### config.mk
export PLATFORM = sky130hd
export DESIGN_NAME = tpi_div
export DESIGN_NICKNAME = d
export VERILOG_FILES = /design/src/design/tpi_pkg.sv /design/src/design/tpi_div.sv
export SDC_FILE = /design/constraint.sdc
export NUM_CORES = 1
export LEC_CHECK = 0
export BUFFER_PORTS_ARGS = -buffer_cell sky130_fd_sc_hd__buf_2
export CAP_MARGIN = 10
export CORE_MARGIN = 2
export CORE_UTILIZATION = 59
export CTS_CLUSTER_DIAMETER = 40
export DETAILED_ROUTE_END_ITERATION = 7
export PLACE_DENSITY = 0.9
export SYNTH_ARGS = -nofsm -noshare
export SYNTH_HDL_FRONTEND = slang
export SYNTH_SLANG_ARGS = --single-unit
### constraint.sdc
create_clock -name i_clk -period 4.3 [get_ports i_clk]
set_clock_uncertainty 0.15 [all_clocks]
set_input_delay 0.215 -clock i_clk [delete_from_list [all_inputs] [get_ports i_clk]]
set_output_delay 0.215 -clock i_clk [all_outputs]
set_load 0.005 [all_outputs]
### src/design/tpi_pkg.sv
// Shared types and constants for the timed path interpolator.
// No dependencies; imported by tpi_div, timed_path_interpolator and the bench.
package tpi_pkg;

    localparam int MAX_NODES  = 64;
    localparam int COORD_BITS = 24;
    localparam int NODE_AW    = $clog2(MAX_NODES);
    localparam int CNT_W      = $clog2(MAX_NODES + 1);
    localparam int TIME_W     = 24;
    localparam int TV_W       = 25;
    localparam int LEN_W      = 32;
    localparam int FRAC_W     = 17;
    localparam int SQ_W       = 2 * (COORD_BITS + 1) + 2;
    localparam int SQ_STEPS   = SQ_W / 2;
    localparam int SQ_CNT_W   = $clog2(SQ_STEPS);
    localparam int DIV_NW     = 56;
    localparam int DIV_DW     = LEN_W;
    localparam int MUL_W      = 32;
    localparam int RAM_W      = LEN_W + 3 * COORD_BITS;

    typedef enum logic [1:0] {
        OP_ADD   = 2'd0,
        OP_SET   = 2'd1,
        OP_INC   = 2'd2,
        OP_QUERY = 2'd3
    } t_op;

    typedef enum logic [1:0] {
        ST_OK     = 2'd0,
        ST_EMPTY  = 2'd1,
        ST_REJECT = 2'd2,
        ST_FULL   = 2'd3
    } t_status;

    typedef enum logic [4:0] {
        S_IDLE, S_START, S_ADD_RD, S_ADD_LAT, S_SQ_MUL, S_SQ_ACC, S_SQRT, S_ADD_WR,
        S_OUT, S_TOT_LAT, S_TT_MUL, S_SR_RD, S_SR_MUL, S_SR_CMP, S_T0_DIV,
        S_N1_RD, S_N1_LAT, S_T1_GO, S_T1_DIV, S_N0_RD, S_N0_LAT, S_FRAC,
        S_FRAC_DIV, S_LERP_MUL, S_LERP_ACC, S_FIN
    } t_state;

    typedef struct packed {
        logic [LEN_W-1:0]             len;
        logic signed [COORD_BITS-1:0] z;
        logic signed [COORD_BITS-1:0] y;
        logic signed [COORD_BITS-1:0] x;
    } t_node;

    typedef struct packed {
        logic start;
    } t_div_ctl;

    typedef struct packed {
        logic busy;
        logic done;
    } t_div_sts;

endpackage

### src/design/tpi_div.sv
// Restoring unsigned divider, one quotient bit per cycle.
// Depends on tpi_pkg for widths and control structs.
module tpi_div import tpi_pkg::*; (
    input  logic              i_clk,
    input  logic              i_rst_n,
    input  t_div_ctl          i_ctl,
    input  logic [DIV_NW-1:0] i_dividend,
    input  logic [DIV_DW-1:0] i_divisor,
    output t_div_sts          o_sts,
    output logic [DIV_NW-1:0] o_quot
);

    localparam int CW = $clog2(DIV_NW);

    logic          r_busy;
    logic          r_done;
    logic [CW-1:0] r_cnt;
    logic [DIV_DW-1:0] r_rem;
    logic [DIV_DW-1:0] r_dvs;
    logic [DIV_NW-1:0] r_quot;
    logic [DIV_DW:0]   rem_sh;
    logic              ge;

    assign rem_sh = {r_rem, r_quot[DIV_NW-1]};
    assign ge     = rem_sh >= {1'b0, r_dvs};

    always_ff @(posedge i_clk) begin
        if (!i_rst_n) begin
            r_busy <= 1'b0;
            r_done <= 1'b0;
            r_cnt  <= '0;
        end else begin
            r_done <= 1'b0;
            if (i_ctl.start) begin
                r_busy <= 1'b1;
                r_cnt  <= CW'(DIV_NW - 1);
            end else if (r_busy) begin
                r_cnt <= r_cnt - 1'b1;
                if (r_cnt == '0) begin
                    r_busy <= 1'b0;
                    r_done <= 1'b1;
                end
            end
        end
    end

    always_ff @(posedge i_clk) begin
        if (i_ctl.start) begin
            r_rem  <= '0;
            r_dvs  <= i_divisor;
            r_quot <= i_dividend;
        end else if (r_busy) begin
            // shift the next dividend bit in, subtract when it fits
            r_rem  <= ge ? DIV_DW'(rem_sh - {1'b0, r_dvs}) : rem_sh[DIV_DW-1:0];
            r_quot <= {r_quot[DIV_NW-2:0], ge};
        end
    end

    assign o_sts.busy = r_busy;
    assign o_sts.done = r_done;
    assign o_quot     = r_quot;

endmodule

# Word-level counts from Yosys, hierarchy flattened
# Cells that the tools add are included.
# word_totals
mem_count,0
input_bits,91
mem_bits_rw,0
wordCells,25
regBits,128
latch_bits,0
rom_bits,0
# op_classes
mul,0
addsub,2
n_shift,0
n_div,0
muxes,9
bitwise_logic,2
n_reduce_logical,4
order_cmp,1
eq_ne,0
# ops
cell,n
56-bit two-way mux,2
33-bit by 32-bit >= comparator with 1-bit output,1
32-bit two-way mux,1
32-bit subtractor,1
6-bit two-way mux,2
6-bit zero test,1
"6-bit by 1-bit subtractor with 6-bit output, second input constant",1
1-bit two-way mux,4
3-bit OR reduction,1
1-bit NOT,2
2-bit nonzero test,1
2-bit OR reduction,1

# Longest topological paths before layout
# logic_depth
ltp_word,4
mapped_depth,13
depth_no_buf,12

# Least setup slack after synthesis
# Ideal clock, no wire load.
# synth_path
path_kind,register -> register
startpoint,reg r_dvs[15]
endpoint,reg r_rem[20]
stages_incl_launch_ff,14
setup_slack_ns,1.340
t_required_ns,4.080
n_path_buf,2
arrival_ns,2.739
path_cell_list,edfxtp_1 -> inv_1 -> ha_1 -> buf_2 -> nand4_1 -> or2_1 -> a311oi_2 -> nor4b_1 -> or2_1 -> o31ai_4 -> buf_2 -> nand3b_1 -> mux2_2 -> a21oi_1
# synth_between
elab_chain_len,2
word_cells_on_any_way,3
# synth_rtl
element,line,text
from (decl),tpi_div.sv:19,logic [DIV_DW-1:0] r_dvs;
from (signal assigned),tpi_div.sv:50,r_dvs <= i_divisor;
32-bit subtractor / 33-bit by 32-bit >= comparator with 1-bit output (equally long branches),"tpi_div.sv:54, tpi_div.sv:25",
32-bit two-way mux *,tpi_div.sv:54,"r_rem <= ge ? DIV_DW'(rem_sh - {1'b0, r_dvs}) : rem_sh[DIV_DW-1:0];"
to (signal assigned),tpi_div.sv:54,
to (decl),tpi_div.sv:18,logic [DIV_DW-1:0] r_rem;
# Mark *: on every way between the ends. The rest lies on a longest branch, timed or not.
# A chain may end at the register's enable or synchronous reset.

# Final worst setup path
# layout_path
startpoint,reg r_dvs[15]
endpoint,reg r_rem[30]
# The elaborated chain is that of the path after synthesis.

==> flow_metrics.py <==
metrics = {
    "route": {
        "postRouteAntennaNets": 0,
        "firstDrtPassIters": 6,
        "routedWlPerCell_um": 19.6,
        "drtIter0Drc": 495,
        "drt-vias-per-instance": 5.94,
        "met3_length_um": 1410,
        "vias": 6065,
        "top_layer": "met4",
        "drc": 0,
        "met2_wirelength_um": 10600,
        "wl_met1_um": 7270,
        "wl_um": 20000,
    },
    "worst_setup_path": {
        "crit_path_top_delay_cell": "buf_4",
        "worstPathBufferInverterCount": 2,
        "critPathLaunch": "r_dvs[15]",
        "max_stage_delay_ps": 440,
        "cpLargestDelayFamily": "simple AND/OR/NAND/NOR gates",
        "cpMostUsedCell": "or2_1",
        "critPathMaxFanout": 42,
        "end_kind": "flip-flop",
        "r2r-start": "r_dvs[15]",
        "cp.required_ps": 4420,
        "path_cells": "inv_1 > ha_1 > nand4_1 > or2_1 > a311oi_2 > nor4b_1 > or2_1 > o31ai_4 > buf_4 > nand2_1 > mux2i_1 > o21ai_0",
        "worstPathArrival_ps": 3730,
        "crit_type": "flip-flop to flip-flop",
        "cp-start-kind": "flip-flop",
    },
    "clocking": {
        "cts_hold_buf": 90,
        "cts_buffers": 17,
        "cts_buffer_depth": 2,
        "clk_pin_slew_ps": 60,
        "cts_tree": "done",
        "postCtsSetupBuffers": 0,
        "htree_levels": 4,
        "clockRootBuffer": "clkbuf_16",
        "insertion_delay_ps": 430,
        "cts_resized": 0,
        "cts.sinks": 128,
    },
    "power": {
        "switching_share": 0.277,
        "p_int_mw": 2.70,
        "seq_power_share": 0.409,
        "max-vdd-ir-drop_uv": 594,
        "power_density_nw_per_um2": 406,
        "power_frac_clock": 0.398,
        "p_comb_frac": 0.193,
        "power.switching_mw": 1.03,
        "power.leakage_nw": 3.90,
        "p_total_mw": 3.73,
    },
    "synthesis": {
        "syn_nets": 755,
        "ys_async_sr_fraction": 0,
        "synthFlopType": "edfxtp_1",
        "synth-seq-cells": 128,
        "synth_warnings": 0,
        "yosysTopAreaCell": "edfxtp_1",
        "synth_edf_count": 88,
        "synth_top_area_frac": 0.387,
        "syn_inst": 629,
        "synth_most_common_cell": "edfxtp_1",
        "synthDistinctLibCells": 52,
        "synth.avg_cell_area_um2": 10.8,
        "yosysSeqAreaShare": 0.505,
        "synthTopCellsByCount": "88 x edfxtp_1, 70 x nand2_1, 57 x mux2_2, 45 x nor2_1, 44 x inv_1",
        "syn_area_um2": 6820,
        "synth.area.top_cells": "edfxtp_1 39%, dfxtp_1 12%, mux2_2 9.4%",
    },
    "global_routing": {
        "grt_pass1_wl_um": 31100,
        "grt-ovfl-total": 0,
        "grt_util_all_layers": 0.319,
        "grt_max_degree": 58,
        "grt_pass1_vias": 6143,
        "antenna_found_initial": 0,
    },
    "floorplanning": {
        "rows": 39,
        "fp.dieW_um": 112,
        "dieArea_um2": 12400,
        "io_pins": 149,
        "fp.dieH_um": 112,
        "initial_utilization": 0.600,
        "core_area_um2": 11400,
    },
    "final_layout": {
        "fin_util": 0.807,
        "final_cells": 1021,
        "area_delta_synth_final_pct": 34.5,
        "drive_gt1_frac": 0.284,
        "nets": 992,
        "final_area_um2": 9180,
        "antennaDiodeCount": 0,
    },
    "worst_hold_path": {
        "hold_path.class": "flip-flop to flip-flop",
        "min_from": "r_rem[1]",
    },
    "sta": {
        "setup_tns_ps": 0,
        "whs_ps": 355,
        "finalCritPeriodShare": 0.840,
        "final_max_slew_viol_count": 0,
        "finalHoldViolCount": 0,
        "setup_violations": 0,
        "max_freq_ghz": 0.277,
        "layout_setup_ws_ps": 688,
        "rsz0062_at_grt": "no",
        "worstMarginPinSlew_ps": 722,
        "maxSlewHeadroom": 0.519,
        "layout_min_cycle_time_ps": 3610,
    },
    "outcome": {
        "status": "finished clean",
    },
    "placed_design": {
        "placed_cell_area_um2": 7690,
        "pre_cts_slack_ps": 902,
        "gp_congestion": 0.976,
        "dp.cells": 900,
        "dp_hpwl_um": 11600,
        "portBuffers": 148,
    },
    "flow_run": {
        "max_cap_viol_count": 0,
    },
}
## registers in the layout, summed over array words and instances, names as in the netlist
signal  cells
r_dvs      32
o_quot     56
r_done      1
r_rem      32
r_cnt       6
r_busy      1
## kinds of logic after synthesis
family | after synthesis | synth area share
and+or+nand+nor | 169 | 0.112
AOI/OAI and AO/OA | 131 | 0.134
DFF | 128 | 0.505
buffers and inverters | 73 | 0.0422
muxes | 62 | 0.101
adders and majority gates | 35 | 0.0653
xor gates and xnor gates | 31 | 0.0398
## tightest hold or removal path: stages (launching register included)
cell and delay (ps):
dfxtp_1 330, nand2_1 60, o21ai_0 70
## area by class of cell
class | instances | area (µm²)
multi-input cells | 428 | 3090
repair buffers | 246 | 1700
clock inverters | 13 | 163
flip-flops and latches | 128 | 3440
well taps | 143 | 179
clock buffers | 18 | 429
inverters | 45 | 169
fillers | 661 | 2190
## cell usage in the layout, fill, tap and decap left out, types with 7 or more instances in the layout
cell           count
xor2_1            11
clkbuf_16         17
mux2_2            57
nand2_1           70
buf_2            147
nor2_1            45
o21a_1            10
edfxtp_1          88
inv_1             43
a311oi_1          18
ha_1              34
dlygate4sd3_1     90
o21bai_1           7
buf_4              9
a21oi_1           30
dfxtp_1           40
a21o_1            10
xnor2_1           20
nand3_1           13
nand2b_1           7
nand4_1            7
o21ai_0           23
## metal layers
metal,vias to the layer above,global-route usage
met5,-,0
met4,0,0.133
met3,66,0.0719
met2,324,0.581
met1,2909,0.361
li1,2766,-
## final timing paths
kind                                  end  slack (ps)  cells after the start
worst max-delay path            r_rem[30]         690                     12
worst min-delay path             r_rem[1]         360                      2
worst max register to register  r_rem[30]         690                     12
worst min register to register   r_rem[1]         360                      2
## power groups by stage
stage          sequential, mW  clock, mW  combinational (mW)
6_report                 1.52       1.48               0.720
5_1_grt                  1.53       1.54               0.776
4_1_cts                  1.51       1.46               0.690
3_5_place_dp             1.53          0               0.621
3_3_place_gp             1.52          0               0.596
2_1_floorplan            1.52          0               0.415
No activity file was read; power rests on OpenSTA's default activity.
