[src/design/tpi_ram.sv]
// Generic single-write, single-read RAM with registered read data.
// No dependencies.
module tpi_ram #(
    parameter int WIDTH = 8,
    parameter int DEPTH = 16
) (
    input  logic                     i_clk,
    input  logic                     i_we,
    input  logic [$clog2(DEPTH)-1:0] i_waddr,
    input  logic [WIDTH-1:0]         i_wdata,
    input  logic [$clog2(DEPTH)-1:0] i_raddr,
    output logic [WIDTH-1:0]         o_rdata
);

    logic [WIDTH-1:0] r_mem [DEPTH];

    always_ff @(posedge i_clk) begin
        if (i_we) begin
            r_mem[i_waddr] <= i_wdata;
        end
        o_rdata <= r_mem[i_raddr];
    end

endmodule

[config.mk]
export PLATFORM = sky130hd
export DESIGN_NAME = tpi_ram
export DESIGN_NICKNAME = d
export VERILOG_FILES = /design/src/design/tpi_ram.sv
export SDC_FILE = /design/constraint.sdc
export NUM_CORES = 1
export LEC_CHECK = 0
export BUFFER_PORTS_ARGS = -buffer_cell sky130_fd_sc_hd__buf_2
export CORE_MARGIN = 2
export CORE_UTILIZATION = 40
export DETAILED_ROUTE_END_ITERATION = 10
export GPL_ROUTABILITY_DRIVEN = 0
export GPL_TIMING_DRIVEN = 0
export HOLD_SLACK_MARGIN = 0.15
export MAX_ROUTING_LAYER = met4
export PLACE_DENSITY_LB_ADDON = 0.12
export REMOVE_ABC_BUFFERS = 1
export SLEW_MARGIN = 20
export SYNTH_ARGS = -nofsm -noshare
export SYNTH_HDL_FRONTEND = slang
export SYNTH_SLANG_ARGS = --single-unit
[constraint.sdc]
create_clock -name i_clk -period 2.28 [get_ports i_clk]
set_input_delay 0.342 -clock i_clk [delete_from_list [all_inputs] [get_ports i_clk]]
set_output_delay 0.342 -clock i_clk [all_outputs]
set_load 0.005 [all_outputs]
# After elaboration in Yosys (flattened, before gate mapping)
# Memory sizes are Yosys's and may differ from the RTL's. A register that Yosys moved wholly into a read port is not among the register bits.
# Index checks and enable logic that the tools add are counted.
# op_classes
n_mux	2
# op_table
cell	count
$mux 1	2
# totals
regBits	0
mem_bits_rw	128
in_bits	18
out_inout_bits	8
word_cells	3
memories	1
# mem_list
memory	depth	word_bits	rd	rd_ports_with_merged_regs	wr	line	source
r_mem	16	8	1	1	1	15	logic [WIDTH-1:0] r_mem [DEPTH];

# Depth between registers and ports, before layout
# Gate-level depths: netlist of the first run.
# logic_depth
word_depth	2
mapped_depth	5
mapped_depth_nobuf	3

# Worst setup path before layout of the first run
# OpenSTA, ideal clock, no wires.
# synth_path
path_kind	input to register
startpoint	input i_waddr[2]
endpoint	memory r_mem[0][0] (enable)
setup_time_ps	383
arrival_ps	1452
required_time_ps	1897
slack_ps	445
path_stages	2
n_path_buf	0
cell_sequence	or3b_2 nor3_1
# synth_lines
item	line	source
from (decl)	9	input logic [$clog2(DEPTH)-1:0] i_waddr,
to (decl)	15	
# No word-level cell before the write port.

# Worst setup path in the final report of the first run
# layout_path
startpoint	input i_waddr[2]
endpoint	memory r_mem[2][3] (enable)
# No word-level cell before the write port.

==> results.json, run 1 <==
{
  "cts.root.buffer_cell": "clkbuf_16",
  "clk_path_buf_depth": 2,
  "drive_gt1_share_pct": 27.9,
  "clk_pin_slew_ps": 50,
  "hold_depth": 1,
  "hold_viol_final": 0,
  "syn_inst": 229,
  "start_util_pct": 41.0,
  "grt_max_degree": 33,
  "syn_area_per_cell_sq_um": 22.5,
  "worstSetupEndpointType": "flip-flop",
  "maxSlewHeadroom_pct": 29.6,
  "timing.hold.ws_ps": 315,
  "finalSetupTns_ps": 0,
  "critPathBufInv": 1,
  "hpwl_um": 6190,
  "rows": 41,
  "fin_ws_ps": 550,
  "clock-sinks": 136,
  "synthToLayoutAreaGrowth_pct": 17.0,
  "cts_resized": 0,
  "fmaxAchievable_mhz": 578,
  "start_kind": "input port",
  "layout_common_cells": "edfxtp_1, buf_2, mux4_2",
  "ys_seq_area_share_pct": 77.8,
  "die_w_um": 117,
  "grt_pass1_wl_um": 15300,
  "skew_ps": 5.43,
  "yosysWarnings": 0,
  "setup_viol": 0,
  "holdCritStartpoint": "i_wdata[5]",
  "setup.worst_path.class": "input port to flip-flop",
  "grt_usage_pct": 16.4,
  "routed_via_density": 5.23,
  "overflow": 0,
  "ant_nets": 0,
  "worstReg2RegEnd": "o_rdata[2]$_DFF_P_",
  "worst_path_max_delay_cell": "nor2_1",
  "layout_min_cycle_time_ps": 1730,
  "die_height_um": 117,
  "n_antenna_cell": 0,
  "io_pins": 26,
  "total_power_w": 0.00567,
  "place_inst": 420,
  "cts_tree": "done",
  "r2r_cells": 3,
  "nets": 285,
  "first_pass_iters": 4,
  "coreArea_sq_um": 12600,
  "drc": 0,
  "hold_path_end": "r_mem[11][5]$_DFFE_PP_",
  "stdcell_count": 452,
  "cts_setup_buffers": 0,
  "ys_seq_elements": 136,
  "io_buffers": 25,
  "critical_path_peak_fanout": 8,
  "grt_antenna_before_repair": 0,
  "required_ps": 2310,
  "status": "completed",
  "ff2ff_setup_slack_ps": 840,
  "vdd_drop_max_v": 0.000460,
  "finalCritPeriodShare_pct": 75.9,
  "r2r-start": "r_mem[1][2]$_DFFE_PP_",
  "hold_class": "input port to flip-flop",
  "detail_route.wl_per_cell_um": 22.4,
  "cts_made_buffers": 17,
  "ys_types": 19,
  "cp_slowest_stage_delay_ps": 760,
  "power_density_nw_per_um2": 942,
  "cts_htree_levels": 4,
  "worst_pin_slew_ps": 1050,
  "drt-total-wl_um": 10100,
  "cts_hold_buf": 0,
  "drv_cap": 0,
  "dp_slack_ps": 99.1,
  "grt_pass1_vias": 2457,
  "cpLargestDelayFamily": "simple AND/OR/NAND/NOR gates",
  "die_area_sq_um": 13800,
  "crit_chain": "buf_2 -> or3b_2 -> nor2_1",
  "clkLatencyLatePin_ps": 410,
  "syn_area_sq_um": 5150,
  "timing_max_transition_violations_final": 0,
  "p_leak_nw": 2.01,
  "final_common_cell": "edfxtp_1",
  "dr.first_iter.drc_count": 95,
  "num_vias": 2366,
  "rsz0062_at_grt": "no",
  "crit_arrival_ps": 1760
}
## final cells by class
type,count,area (sq um)
timing repair buffer,29,158
multi-input combinational,83,1080
clock buffer,19,433
fill,1025,6550
sequential,136,4000
tap,172,215
clock inverter,13,135
## worst max path at each step
stage / startpoint / endpoint / depth (start not counted)
after global placement: i_waddr[2] / r_mem[0][5]$_DFFE_PP_ / 3
after CTS: i_waddr[2] / r_mem[3][4]$_DFFE_PP_ / 3
after global routing: i_waddr[2] / r_mem[2][3]$_DFFE_PP_ / 3
after floorplan: i_waddr[2] / r_mem[0][0]$_DFFE_PP_ / 2
final: i_waddr[2] / r_mem[2][3]$_DFFE_PP_ / 3
after detailed placement: i_waddr[2] / r_mem[3][5]$_DFFE_PP_ / 3
## flip-flops by register name (all words and copies together) (netlist names)
register	flops
o_rdata	8
r_mem	128
## per-stage QoR
stage | utilization [%] | area (sq um)
2_1_floorplan | - | 5060
3_3_place_gp | 43.0 | 5400
3_5_place_dp | 43.4 | 5450
4_1_cts | 47.9 | 6020
5_1_grt | 47.9 | 6020
6_report | 47.9 | 6020
## power breakdown
part	internal, W	switching (W)	total, W
registers	0.00280	0.0000126	0.00281
clock network	0.00169	0.000926	0.00261
logic	0.000101	0.000147	0.000248
total	0.00459	0.00109	0.00567
## cells in the mapped netlist
master,number,share of area [%]
clkdlybuf4s25_2,3,0.58
buf_4,1,0.15
nand3_1,1,0.097
buf_2,3,0.29
and2b_1,1,0.15
buf_6,3,0.66
nor2_1,13,0.95
mux4_2,18,7.9
and2_1,1,0.12
nor3_1,4,0.39
edfxtp_1,128,75
dfxtp_1,8,3.1
or3b_2,1,0.17
nor2b_1,1,0.12
nand2b_1,2,0.24
a22oi_1,16,2.3
nand3b_1,2,0.29
nand2_1,9,0.66
mux4_1,14,7.1
## metal layers
metal / up-vias / global-route usage [%] / share of wire (%)
li1: 1052 / - / -
met1: 1235 / 21.4 / 45
met2: 65 / 24.1 / 49
met3: 14 / 4.09 / 4.0
met4: 0 / 8.58 / 2.4
met5: - / - / 0
## cell families (layout without fill, tap and decap cells)
| group | count (synthesis) | count (layout) | synth area share, % |
|---|---|---|---|
| AOI/OAI and AO/OA | 16 | 16 | 2.33 |
| buffers and inverters | 10 | 61 | 1.68 |
| DFF | 136 | 136 | 77.8 |
| muxes | 32 | 32 | 15.0 |
| and+or+nand+nor | 35 | 35 | 3.18 |
Note: power is estimated with default switching activity, not from simulation.
==> inputs of run 2 (changes only) <==
- ABC_AREA: default -> 1
- clock period: 2.28 -> 1.7 ns (I/O delays scaled with it)
==> run 2 against run 1 <==
First-iteration DRC count grew 120%; clock skew grew 2.5 ps; total power grew 39%; combinational power grew 71%; register-to-register slack lost 210 ps; core utilization shrank 0.98 points; cell area grew 9.0%; sequential share of layout area shrank 5.5 points; critical path type unchanged; critical endpoint is now o_rdata[2]$_DFF_P_; largest cell class unchanged; highest routed layer unchanged.
==> results.json, run 2 <==
{
  "status": "completed",
  "start_util_pct": 41.2,
  "cts_made_buffers": 17,
  "clock-sinks": 136,
  "rsz0062_at_grt": "no",
  "cts_htree_levels": 4,
  "grt_pass1_wl_um": 20000,
  "grt_max_degree": 66,
  "largest_register": "r_mem",
  "ys_types": 12,
  "grtUsageMet3_pct": 3.89,
  "syn_area_sq_um": 5770,
  "gr-usage-met2_pct": 29.6,
  "die_height_um": 124,
  "final_common_cell": "nand2_1",
  "yosysWarnings": 0,
  "synth_top_area_share_pct": 66.7,
  "synth-edff-count": 128,
  "ys_async_sr_fraction_pct": 0,
  "fmaxAchievable_mhz": 682,
  "overflow": 0,
  "crit_arrival_ps": 1750,
  "hpwl_um": 7260,
  "setup.worst_path.class": "input port to flip-flop",
  "clk_path_buf_depth": 2,
  "synth-main-ff-cell": "edfxtp_1",
  "rows": 43,
  "io_buffers": 25,
  "drive_gt1_share_pct": 9.76,
  "io_pins": 26,
  "ys_seq_elements": 136,
  "num_vias": 3636,
  "syn_area_per_cell_sq_um": 10.5,
  "hold_viol_final": 0,
  "start_kind": "input port",
  "clkLatencyLatePin_ps": 420,
  "cts_tree": "done",
  "skew_ps": 7.93,
  "largest_register_ffs": 128,
  "routed_via_density": 4.76,
  "die_area_sq_um": 15400,
  "nets": 589,
  "dr.first_iter.drc_count": 205,
  "setup_viol": 0,
  "drt-total-wl_um": 12900,
  "worstSetupEndpointType": "flip-flop",
  "vdd_drop_max_v": 0.000500,
  "finalCritPeriodShare_pct": 86.2,
  "holdCritStartpoint": "i_wdata[7]",
  "layout_min_cycle_time_ps": 1470,
  "ant_nets": 0,
  "largestRegisters": "r_mem x128, o_rdata x8",
  "hold_class": "input port to flip-flop",
  "grt.busiest_layer": "met2",
  "synth_top_cell_by_area": "edfxtp_1",
  "worst_pin_slew_ps": 1040,
  "synthTopCellsByCount": "nand2_1, edfxtp_1, inv_1, nand3_1, nor2_1",
  "ys_seq_area_share_pct": 69.4,
  "synthToLayoutAreaGrowth_pct": 13.8,
  "timing_max_transition_violations_final": 0,
  "syn_inst": 551,
  "r2r-start": "r_mem[0][2]$_DFFE_PP_",
  "yosysMostFrequentCell": "nand2_1",
  "critical_path_peak_fanout": 65,
  "layout_common_cells": "nand2_1, edfxtp_1, inv_1",
  "grt_usage_pct": 19.0,
  "detail_route.wl_per_cell_um": 16.8,
  "crit_start": "i_raddr[0]",
  "first_pass_iters": 5,
  "p_leak_nw": 2.79,
  "synth_area_leaders": "edfxtp_1, nand2_1, nand3_1",
  "final.fill_count": 1305,
  "total_power_w": 0.00790,
  "grt_antenna_before_repair": 0,
  "die_w_um": 124,
  "coreArea_sq_um": 14000,
  "clk_pin_slew_ps": 60,
  "cts.root.buffer_cell": "clkbuf_16",
  "required_ps": 1990,
  "use_met1_pct": 24.7,
  "drv_cap": 0,
  "cts_hold_buf": 0,
  "dpl-instance-area_sq_um": 5960,
  "power_density_nw_per_um2": 1200,
  "grt_pass1_vias": 3535,
  "finish.instance_area_sq_um": 6570,
  "drc": 0,
  "maxSlewHeadroom_pct": 30.3,
  "n_antenna_cell": 0
}
-- run 2: worst paths after layout --
kind / to / slack [ps] / depth (start not counted)
min: r_mem[9][7]$_DFFE_PP_ / 240 / 1
max: o_rdata[2]$_DFF_P_ / 230 / 7
min reg2reg: o_rdata[4]$_DFF_P_ / 670 / 6
max reg2reg: o_rdata[2]$_DFF_P_ / 630 / 6
-- run 2: repair_timing --
action                                  in CTS  in global routing
endpoints found under the setup margin       1                  8
setup buffers                                0                  0
resized for setup                            1                  1
-- run 2: layout make-up --
class                           instances  area [sq um]  share of cell area (%)
Sequential cell                       136          4000                    61.0
Inverter                              102           385                    5.87
Clock inverter                         14           174                    2.65
Clock buffer                           18           429                    6.54
Multi-Input combinational cell        289          1210                    18.5
Timing Repair Buffer                   25           134                    2.04
Tap cell                              180           225                    3.43
-- run 2: critical path, stage by stage --
cell	delay, ps
buf_6	240
inv_4	580
nand2_1	130
nand3_1	130
nand3_1	90
nand3_1	150
nand2_1	110
-- run 2: power by group --
group | internal, W | switching (W)
clock | 0.00231 | 0.00140
sequential | 0.00375 | 0.0000177
combinational | 0.000118 | 0.000306
-- run 2: cells by family (layout without fill, tap and decap cells) --
group / after synthesis / after routing / synth area share (%)
buffers and inverters: 126 / 159 / 9.52
AND/OR/NAND/NOR: 289 / 289 / 21.0
flip-flops: 136 / 136 / 69.4
-- run 2: metal layers --
layer  up-vias  part of all wire, %
li1       1813                    -
met3        17                  3.7
met2        67                   49
met5         -                    0
met4         0                  1.5
met1      1739                   46
-- run 2: metrics by stage --
| stage | hold slack, ps | TNS, ps | cells | util [%] | setup WS (ps) |
|---|---|---|---|---|---|
| 6_report | 238 | 0 | 764 | 46.9 | 234 |
| 5_1_grt | 222 | 0 | 764 | 46.9 | 101 |
| 4_1_cts | 222 | 0 | 764 | 46.9 | 0.836 |
| 3_5_place_dp | 632 | -12200 | 732 | 42.6 | -468 |
| 3_3_place_gp | 635 | -14940 | 732 | 42.5 | -1300 |
| 2_1_floorplan | 354 | 0 | 527 | - | 465 |
